<file path="config.mk">
export PLATFORM = sky130hd
export DESIGN_NAME = wpr_cell
export DESIGN_NICKNAME = d
export VERILOG_FILES = /design/src/rtl/assert_macros.svh /design/src/rtl/wpr_pkg.sv /design/src/rtl/wpr_cell.sv
export SDC_FILE = /design/constraint.sdc
export NUM_CORES = 1
export LEC_CHECK = 0
export ABC_AREA = 0
export ABC_CLOCK_PERIOD_IN_PS = 3000
export BUFFER_PORTS_ARGS = -buffer_cell sky130_fd_sc_hd__buf_2
export CELL_PAD_IN_SITES_DETAIL_PLACEMENT = 1
export CELL_PAD_IN_SITES_GLOBAL_PLACEMENT = 1
export CORE_MARGIN = 4
export CORE_UTILIZATION = 37
export CTS_CLUSTER_DIAMETER = 100
export CTS_CLUSTER_SIZE = 25
export DETAILED_ROUTE_END_ITERATION = 12
export PLACE_DENSITY_LB_ADDON = 0.1
export SLEW_MARGIN = 40
export SYNTH_ARGS = -nofsm -noshare
export SYNTH_HDL_FRONTEND = slang
export SYNTH_SLANG_ARGS = --single-unit
</file>
<file path="constraint.sdc">
create_clock -name i_clk -period 3 [get_ports i_clk]
set_input_delay 0.6 -clock i_clk [delete_from_list [all_inputs] [get_ports i_clk]]
set_output_delay 0.6 -clock i_clk [all_outputs]
set_load 0.01 [all_outputs]
</file>
<file path="src/rtl/assert_macros.svh">
// Assertion macros used by williams_percent_r.
`ifndef ASSERT_MACROS_SVH
`define ASSERT_MACROS_SVH

// Same-cycle implication, disabled in reset.
`define WPR_ASSERT_IMP(lbl, ante, cons) \
    lbl: assert property (@(posedge i_clk) disable iff (!i_rst_n) (ante) |-> (cons)) \
        else $error("assertion failed");

// Next-cycle implication, disabled in reset.
`define WPR_ASSERT_NXT(lbl, ante, cons) \
    lbl: assert property (@(posedge i_clk) disable iff (!i_rst_n) (ante) |=> (cons)) \
        else $error("assertion failed");

`endif

</file>
<file path="src/rtl/wpr_pkg.sv">
// Constants shared by the Williams %R block.
package wpr_pkg;

    localparam int CFG_W  = 7;
    localparam int PCT_W  = 15;
    localparam int QBITS  = 14;
    localparam int QBW    = 4;

    localparam logic [CFG_W-1:0]        WIN_RESET   = 7'd14;
    localparam logic [QBITS-1:0]        FULL_SCALE  = 14'd10000;
    localparam logic signed [PCT_W-1:0] FLAT_VALUE  = -15'sd5000;
    localparam logic signed [PCT_W-1:0] MIN_VALUE   = -15'sd10000;
    localparam logic signed [PCT_W-1:0] ZERO_VALUE  = 15'sd0;

    localparam logic [2:0] S_IDLE = 3'd0;
    localparam logic [2:0] S_SCAN = 3'd1;
    localparam logic [2:0] S_PREP = 3'd2;
    localparam logic [2:0] S_CHK  = 3'd3;
    localparam logic [2:0] S_DIV  = 3'd4;
    localparam logic [2:0] S_DONE = 3'd5;

endpackage

</file>
<file path="src/rtl/wpr_cell.sv">
// One window cell: stored bar range plus a running highest/lowest stage.
module wpr_cell
    import wpr_pkg::*;
#(
    parameter int PRICE_BITS = 32,
    parameter int CW         = 7,
    parameter int INDEX      = 0
) (
    input  logic                  i_clk,
    input  logic                  i_rst_n,
    input  logic                  i_shift,
    input  logic [PRICE_BITS-1:0] i_hi,
    input  logic [PRICE_BITS-1:0] i_lo,
    input  logic                  i_vld,
    output logic [PRICE_BITS-1:0] o_hi,
    output logic [PRICE_BITS-1:0] o_lo,
    output logic                  o_vld,
    input  logic [CW-1:0]         i_eff,
    input  logic [PRICE_BITS-1:0] i_acc_hi,
    input  logic [PRICE_BITS-1:0] i_acc_lo,
    input  logic                  i_acc_fnd,
    output logic [PRICE_BITS-1:0] o_acc_hi,
    output logic [PRICE_BITS-1:0] o_acc_lo,
    output logic                  o_acc_fnd
);

    logic [PRICE_BITS-1:0] r_hi, r_lo, r_acc_hi, r_acc_lo;
    logic                  r_vld, r_acc_fnd;
    logic [PRICE_BITS-1:0] n_acc_hi, n_acc_lo;
    logic                  take;

    always_ff @(posedge i_clk) begin
        if (!i_rst_n) begin
            r_vld <= 1'b0;
        end else if (i_shift) begin
            r_vld <= i_vld;
        end
    end

    always_ff @(posedge i_clk) begin
        if (i_shift) begin
            r_hi <= i_hi;
            r_lo <= i_lo;
        end
    end

    // cell takes part only when it lies inside the current window
    always_comb begin
        take     = r_vld && (i_eff > CW'(INDEX));
        n_acc_hi = (take && (!i_acc_fnd || r_hi > i_acc_hi)) ? r_hi : i_acc_hi;
        n_acc_lo = (take && (!i_acc_fnd || r_lo < i_acc_lo)) ? r_lo : i_acc_lo;
    end

    always_ff @(posedge i_clk) begin
        if (!i_rst_n) begin
            r_acc_fnd <= 1'b0;
        end else begin
            r_acc_fnd <= i_acc_fnd | take;
        end
    end

    always_ff @(posedge i_clk) begin
        r_acc_hi <= n_acc_hi;
        r_acc_lo <= n_acc_lo;
    end

    assign o_hi      = r_hi;
    assign o_lo      = r_lo;
    assign o_vld     = r_vld;
    assign o_acc_hi  = r_acc_hi;
    assign o_acc_lo  = r_acc_lo;
    assign o_acc_fnd = r_acc_fnd;

endmodule

</file>
After elaboration in Yosys (flattened, before gate mapping):

Cells that the tools add are included.

* bits in writable memories: 0
* input bits: 140
* ROM bits: 0
* word-level logic and storage cells: 18
* flip-flop bits (word level): 130
* output and inout bits: 130
* latch bits: 0
* memories: 0

* bitwise operators: 1
* divide/modulo/power cells: 0
* $mul: 0
* equality and inequality tests: 0
* order comparisons: 3
* muxes and demuxes: 2
* reductions and logical operators: 6
* add/sub/neg operators: 0
* shifts and indexed selects: 0

Operators by type and width (number)
* 2-to-1 mux 32 bit: 2
* greater-than comparator 32 bit: 1
* < comparator 32 bit: 1
* greater-than comparator 7 x 1 -> 1 bit, second input constant: 1
* logical AND 1 bit: 3
* logical OR 1 bit: 2
* zero test 1 bit: 1
* bitwise OR 1 bit: 1

Logic depth before layout (Yosys ltp):

Gate-level depths: netlist of run 1.

* word-level depth: 4
* depth in mapped cells: 10
* mapped depth without buffers: 8

Worst setup path after synthesis of run 1:

Ideal clock, no wire load.

* path type: input to register
* start: input i_acc_lo[26]
* end: register r_acc_lo[1] (netlist: o_acc_lo[1])
* arrival: 2.361 ns
* setup time: 0.146 ns
* cell stages on the path: 10
* data required time: 2.854 ns
* path slack: 0.493 ns
* buffers on the path: 2
* path through: inv_1 > ha_1 > a21o_1 > a21oi_1 > a21oi_1 > or4_1 > buf_2 > buf_2 > a31oi_1 > o311ai_0

* longest elaborated chain between the ends: 4

RTL lines
* start: declaration: line wpr_cell.sv:20 `input logic [PRICE_BITS-1:0] i_acc_lo,`
* < comparator 32 bit: line wpr_cell.sv:51 `n_acc_lo = (take && (!i_acc_fnd || r_lo < i_acc_lo)) ? r_lo : i_acc_lo;`
* logical OR 1 bit: line wpr_cell.sv:51
* logical AND 1 bit: line wpr_cell.sv:51
* 2-to-1 mux 32 bit: line wpr_cell.sv:51
* via n_acc_lo[1]: line wpr_cell.sv:29 `logic [PRICE_BITS-1:0] n_acc_hi, n_acc_lo;`
* end signal: assignment: line wpr_cell.sv:64 `r_acc_lo <= n_acc_lo;`
* end: declaration: line wpr_cell.sv:27 `logic [PRICE_BITS-1:0] r_hi, r_lo, r_acc_hi, r_acc_lo;`

The timed path passes the listed nets, and every way through them passes these cells.
A chain may end at the register's enable or synchronous reset.

Worst setup path in the final report of run 1:

* start: register r_lo[26] (netlist: o_lo[26])
* end: register r_acc_lo[13] (netlist: o_acc_lo[13])

* longest elaborated chain between the ends: 4

RTL lines
* start: declaration: line wpr_cell.sv:27
* start signal: assignment: line wpr_cell.sv:43 `r_lo <= i_lo;`
* < comparator 32 bit: line wpr_cell.sv:51
* logical OR 1 bit: line wpr_cell.sv:51
* logical AND 1 bit: line wpr_cell.sv:51
* 2-to-1 mux 32 bit: line wpr_cell.sv:51
* via n_acc_lo[13]: line wpr_cell.sv:29

The timed path passes the listed nets, and every way through them passes these cells.

==> metrics.txt, run 1 <==
Max Cap Violations=0; Hold Path Class=input pin to register; TritonCTS clock tree=built; Finish-stage setup viols=0; crit-path max FO=40; reg2reg setup slack=0.28 ns; Crit path largest cell delay=0.73 ns; r2r worst-path depth=7; P&R area growth vs syn=30.54%; Setup Skew=0.009170 ns; critical path endpoint=o_acc_lo[13]$_DFF_P_; cts repair resizes=0; unrepaired setup endpoints after global routing=false; DIE AREA=22880 µm²; die width=151.3 µm; worst ir drop on vdd=317.3 µV; PortBufs=269; Slew Viols, Final=0; Post-synth EDFFs=64; Synth top area share=25.30%; Initial Util=37.53%; drt first pass iters=4; CP max stage cell=or4_2; number of global-route vias before repair=7762; Die Height=151.3 µm; status=finished clean; Crit path depth=7; PD cells=567.5 nW/µm²; cell taking the most area after synthesis=edfxtp_1; first-pass GRT wire length=39420 µm; ys flop type=dfxtp_1; Routed wire per std cell=18.60 µm; Antenna Nets Post-Route=0; grt total ovfl=0; clk sinks=130; Clock Tree Buf Depth=2; sequential share of the synthesized area=42.70%; FP Rows=52; CTS buffer count=17; number of DRC markers in iteration 0=276; drt total wl=24980 µm; required time worst endpoint=3.28 ns; most frequent cells in the layout=268 x buf_2, 101 x nand3_1, 66 x dfxtp_1; Crit Path Category=register to register; Slew @ Worst Pin=0.6741 ns; Synth Instances=814; most used cell, CP=a21oi_1; mean post-synth cell area=9.330 µm²; Layout Nets=1261; GRT Total Usage=21.59%; vias post-DR=7433; post-synthesis async set-or-reset flop share=0%; Placeable Area=20230 µm²; Crit. Startpoint=o_lo[26]$_DFFE_PP_; r2r startpoint=o_lo[26]$_DFFE_PP_; Synth warnings=0; synthesized cell area=7595 µm²; fin crit share=90.75%; slew margin rel.=55.06%; reg-to-reg endpoint=o_acc_lo[13]$_DFF_P_; DRC Markers=0; CP Launch Type=register; Reg clk slew, reported paths=0.06 ns; later-pin clock latency in the skew report=0.41 ns; final hold violation count=0; layout cells sized above 1=31.19%; hold-critical path depth=1; post-DP HPWL=17690 µm; worst path bufs/invs=1; Fmax=367.3 MHz; clock root buffer master=clkbuf_16; htree depth=4; initial antenna violation count=3; Vias/cell=5.535; minimum clock period=2.723 ns; Top Ports=270; top cells by area, synth=edfxtp_1 25%, dfxtp_1 17%, ha_1 10%; Worst setup EP type=register; Synth Net Count=1017; commonest non-fill, non-tap cell in the layout=buf_2; CTS Hold Buffers Added=0; Synth cell types=50; critical path cell sequence=ha_1 -> a21o_1 -> a21oi_1 -> a21oi_1 -> or4_2 -> buf_12 -> o311ai_0; Pleak=4.357 nW; placed instance count=1309; synthesized flop and latch total=130; largest net degree at the start of global routing=98; WP data arrival=3.00 ns; post-CTS setup buffers=0; RD Place Congestion=0.7845; Final Non-Filler Cells=1343; setup TNS=0 ns; Top delay family on crit path=compound AO/OA/AOI/OAI gates
-- synth_stat cells, types with 4 or more instances --
cell,number
nand3_1,101
dfxtp_1,66
a31oi_1,65
inv_1,65
edfxtp_1,64
ha_1,63
nand2_1,47
o21ai_0,40
nor2_1,34
and3_1,33
clkbuf_1,33
a32oi_1,32
nand3b_1,32
o311ai_0,23
buf_2,22
a21oi_1,21
nand4_1,11
o311ai_1,11
buf_6,5
and4_1,4
nor2b_1,4
nor3_1,4
-- where the power goes --
part | total [W] | leakage [nW] | internal (W) | switching (W)
clock network | 0.00220 | 0.294 | 0.00139 | 0.000813
logic | 0.00124 | 2.88 | 0.000502 | 0.000739
registers | 0.00218 | 1.18 | 0.00207 | 0.000112
total | 0.00563 | 4.36 | 0.00396 | 0.00166
-- how the worst min path moves through the flow --
stage	from	slack, ns	endpoint
detailed placement	o_hi[16]$_DFFE_PP_	0.57	o_acc_hi[16]$_DFF_P_
CTS	i_lo[18]	0.33	o_lo[18]$_DFFE_PP_
global route	i_lo[29]	0.33	o_lo[29]$_DFFE_PP_
finish	i_lo[20]	0.36	o_lo[20]$_DFFE_PP_
global placement	o_hi[4]$_DFFE_PP_	0.57	o_acc_hi[4]$_DFF_P_
floorplan	o_vld$_SDFFE_PN0P_	0.57	o_vld$_SDFFE_PN0P_
-- cells by family (layout without fill, tap and decap cells) --
group,count (synthesis),count (layout),share of synthesized area [%]
AND/OR/NAND/NOR,278,278,19.59
buffers and inverters,130,387,7.446
multiplexers,1,1,0.1318
AO/OA/AOI/OAI,212,212,19.75
flip-flops,130,130,42.70
adder cells (fa/ha/maj),63,63,10.38
other,0,2,0
-- layout make-up --
type,instances,area [µm²]
diodes,2,5.005
clock buffers,18,429.2
clock inverters,14,187.7
fillers,2384,10320
inverters,65,244.0
multi-input cells,554,3841
flip-flops and latches,130,3243
well taps,270,337.8
repair buffers,290,1627
-- flip-flops by register name, summed over array words and instances (netlist names) --
name and flops:
o_acc_lo 32, o_lo 32, o_acc_hi 32, o_hi 32
o_vld 1, o_acc_fnd 1
-- per-stage QoR --
step	worst slack (ns)	power [W]	cell area (µm²)	hold WS [ns]	util [%]
after global routing	0.08077	0.005935	9915	0.3300	49.00
after detailed placement	0.02143	0.003470	9289	0.5689	45.91
after floorplan	0.4926	0.002896	7595	0.5717	-
after CTS	0.2555	0.005703	9906	0.3341	48.96
final	0.2774	0.005626	9915	0.3570	49.00
after global placement	0.1811	0.003444	9285	0.5707	45.89
-- layer usage --
metal,part of all wire (%),up-vias,wire length (µm),global-route usage (%)
met1,40,3589,10020,24.70
li1,-,3614,-,-
met3,6.6,26,1645,5.745
met2,52,202,12940,39.23
met5,0.028,-,7,0
met4,1.5,2,366,6.346
No activity file was read; power rests on OpenSTA's default activity.
==> run 2, diff against run 1 <==
CORE_ASPECT_RATIO = 1.5   (was unset)
PLACE_DENSITY = 0.85   (was unset)
PLACE_DENSITY_LB_ADDON = unset   (was 0.1)
==> run 2 against run 1 <==
Against the previous run: register-to-register slack lost 0.07 ns; highest routed layer unchanged; first-iteration DRC count up 32%; clock power is 9% higher; critical endpoint is now o_acc_lo[20]$_DFF_P_; die area up 0.21%; count of clock-buffer cells in the layout unchanged; power is 3.7% higher.
==> metrics.txt, run 2 (synthesis results as in run 1) <==
status=finished clean; unrepaired setup endpoints after global routing=false; most frequent cells in the layout=268 x buf_2, 101 x nand3_1, 66 x dfxtp_1; TritonCTS clock tree=built; first-pass GRT wire length=41760 µm; drt total wl=26320 µm; Reg area=3243 µm²; CP Launch Type=register; vias post-DR=7643; grt total ovfl=0; Seq pwr share=37.5%; DRC Markers=0; minimum clock period=2.791 ns; WP data arrival=3.07 ns; fill count=2373; Vias/cell=5.717; layout cells sized above 1=31.50%; Reg clk slew, reported paths=0.06 ns; cts repair resizes=0; Worst setup EP type=register; number of DRC markers in iteration 0=365; Die Height=183.5 µm; r2r startpoint=o_lo[21]$_DFFE_PP_; Crit Path Category=register to register; number of global-route vias before repair=8188; Max Cap Violations=0; post-CTS setup buffers=0; clock root buffer master=clkbuf_16; initial antenna violation count=5; Slew @ Worst Pin=0.6601 ns; setup TNS=0 ns; Final Non-Filler Cells=1337; reg2reg setup slack=0.21 ns; reg-to-reg endpoint=o_acc_lo[20]$_DFF_P_; Placeable Area=20020 µm²; fin crit share=93.03%; Layout Nets=1263; part of the power in the clock network=40.9%; critical path cell sequence=ha_1 -> a21oi_1 -> o21ai_0 -> a22o_1 -> or4_2 -> buf_4 -> o311ai_0; FP Rows=63; PortBufs=269; worst ir drop on vdd=403.2 µV; final hold violation count=0; slew margin rel.=56.00%; Slew Viols, Final=0; Net Switching=0.001703 W; RD Place Congestion=0.7832; area of the multi-input gates=3842 µm²; post-DP HPWL=18790 µm; P&R area growth vs syn=31.09%; PD cells=586.1 nW/µm²; r2r worst-path depth=7; DIE AREA=22930 µm²; CP max stage cell=or4_2; Pleak=4.387 nW; crit-path max FO=14; Finish-stage setup viols=0; Sw Share=29.19%; CTS buffer count=17; CTS Hold Buffers Added=0; Internal Power=0.004132 W; largest net degree at the start of global routing=98; Top Ports=270; die width=125.0 µm; clk sinks=130; Antenna Nets Post-Route=0; required time worst endpoint=3.28 ns; Crit. Startpoint=o_lo[21]$_DFFE_PP_; Initial Util=37.93%; Routed wire per std cell=19.69 µm; placed instance count=1301; htree depth=4; commonest non-fill, non-tap cell in the layout=buf_2; Fmax=358.3 MHz; drt first pass iters=5; GRT Total Usage=22.39%; Setup Skew=0.008260 ns; critical path endpoint=o_acc_lo[20]$_DFF_P_; later-pin clock latency in the skew report=0.43 ns; Comb power frac=21.6%; Clock Tree Buf Depth=2; Crit path largest cell delay=0.60 ns; Hold Path Class=input pin to register
run 2: stage by stage:
stage	total power, W	setup WS (ns)	cell area [µm²]	util [%]	hold slack (ns)
2_1_floorplan	0.002896	0.4926	7595	-	0.5717
3_3_place_gp	0.003424	0.1789	9275	46.33	0.5607
3_5_place_dp	0.003478	0.001897	9276	46.33	0.5621
4_1_cts	0.005899	0.2601	9942	49.66	0.3195
5_1_grt	0.006114	0.09586	9953	49.71	0.3276
6_report	0.005835	0.2092	9956	49.73	0.3433
run 2: critical path: cells and delay by family (launching register included):
family / cells / cell delay, ns
DFF: 1 / 0.45
buffers and inverters: 1 / 0.22
and+or+nand+nor: 1 / 0.60
adders and majority gates: 1 / 0.37
AOI/OAI and AO/OA: 4 / 1.01
run 2: cell type report:
cell class / count / share of cell area, %
Multi-Input combinational cell: 554 / 38.59
Sequential cell: 130 / 32.58
Timing Repair Buffer: 292 / 16.33
Clock buffer: 18 / 4.311
Tap cell: 260 / 3.268
Inverter: 65 / 2.451
Clock inverter: 14 / 2.375
Antenna cell: 4 / 0.1005
run 2: worst min path at each step:
| stage | from | end | slack [ns] | cells after the start |
|---|---|---|---|---|
| 2_1_floorplan | o_vld$_SDFFE_PN0P_ | o_vld$_SDFFE_PN0P_ | 0.57 | 2 |
| 3_3_place_gp | o_vld$_SDFFE_PN0P_ | o_vld$_SDFFE_PN0P_ | 0.56 | 2 |
| 3_5_place_dp | o_hi[10]$_DFFE_PP_ | o_acc_hi[10]$_DFF_P_ | 0.56 | 2 |
| 4_1_cts | i_lo[9] | o_lo[9]$_DFFE_PP_ | 0.32 | 1 |
| 5_1_grt | i_hi[29] | o_hi[29]$_DFFE_PP_ | 0.33 | 1 |
| 6_report | i_lo[0] | o_lo[0]$_DFFE_PP_ | 0.34 | 1 |
run 2: power by group through the flow:
stage	Combinational [W]	Clock [W]	Sequential, W
2_1_floorplan	0.000596	0	0.00230
3_3_place_gp	0.00121	0	0.00222
3_5_place_dp	0.00125	0	0.00222
4_1_cts	0.00127	0.00244	0.00219
5_1_grt	0.00139	0.00251	0.00221
6_report	0.00126	0.00239	0.00219
run 2: layer usage:
metal / up-vias / part of all wire [%] / global-route usage [%]
met4: 2 / 2.6 / 8.854
li1: 3611 / - / -
met5: - / 0.042 / 0
met1: 3735 / 37 / 22.98
met2: 252 / 54 / 42.88
met3: 43 / 6.2 / 5.988
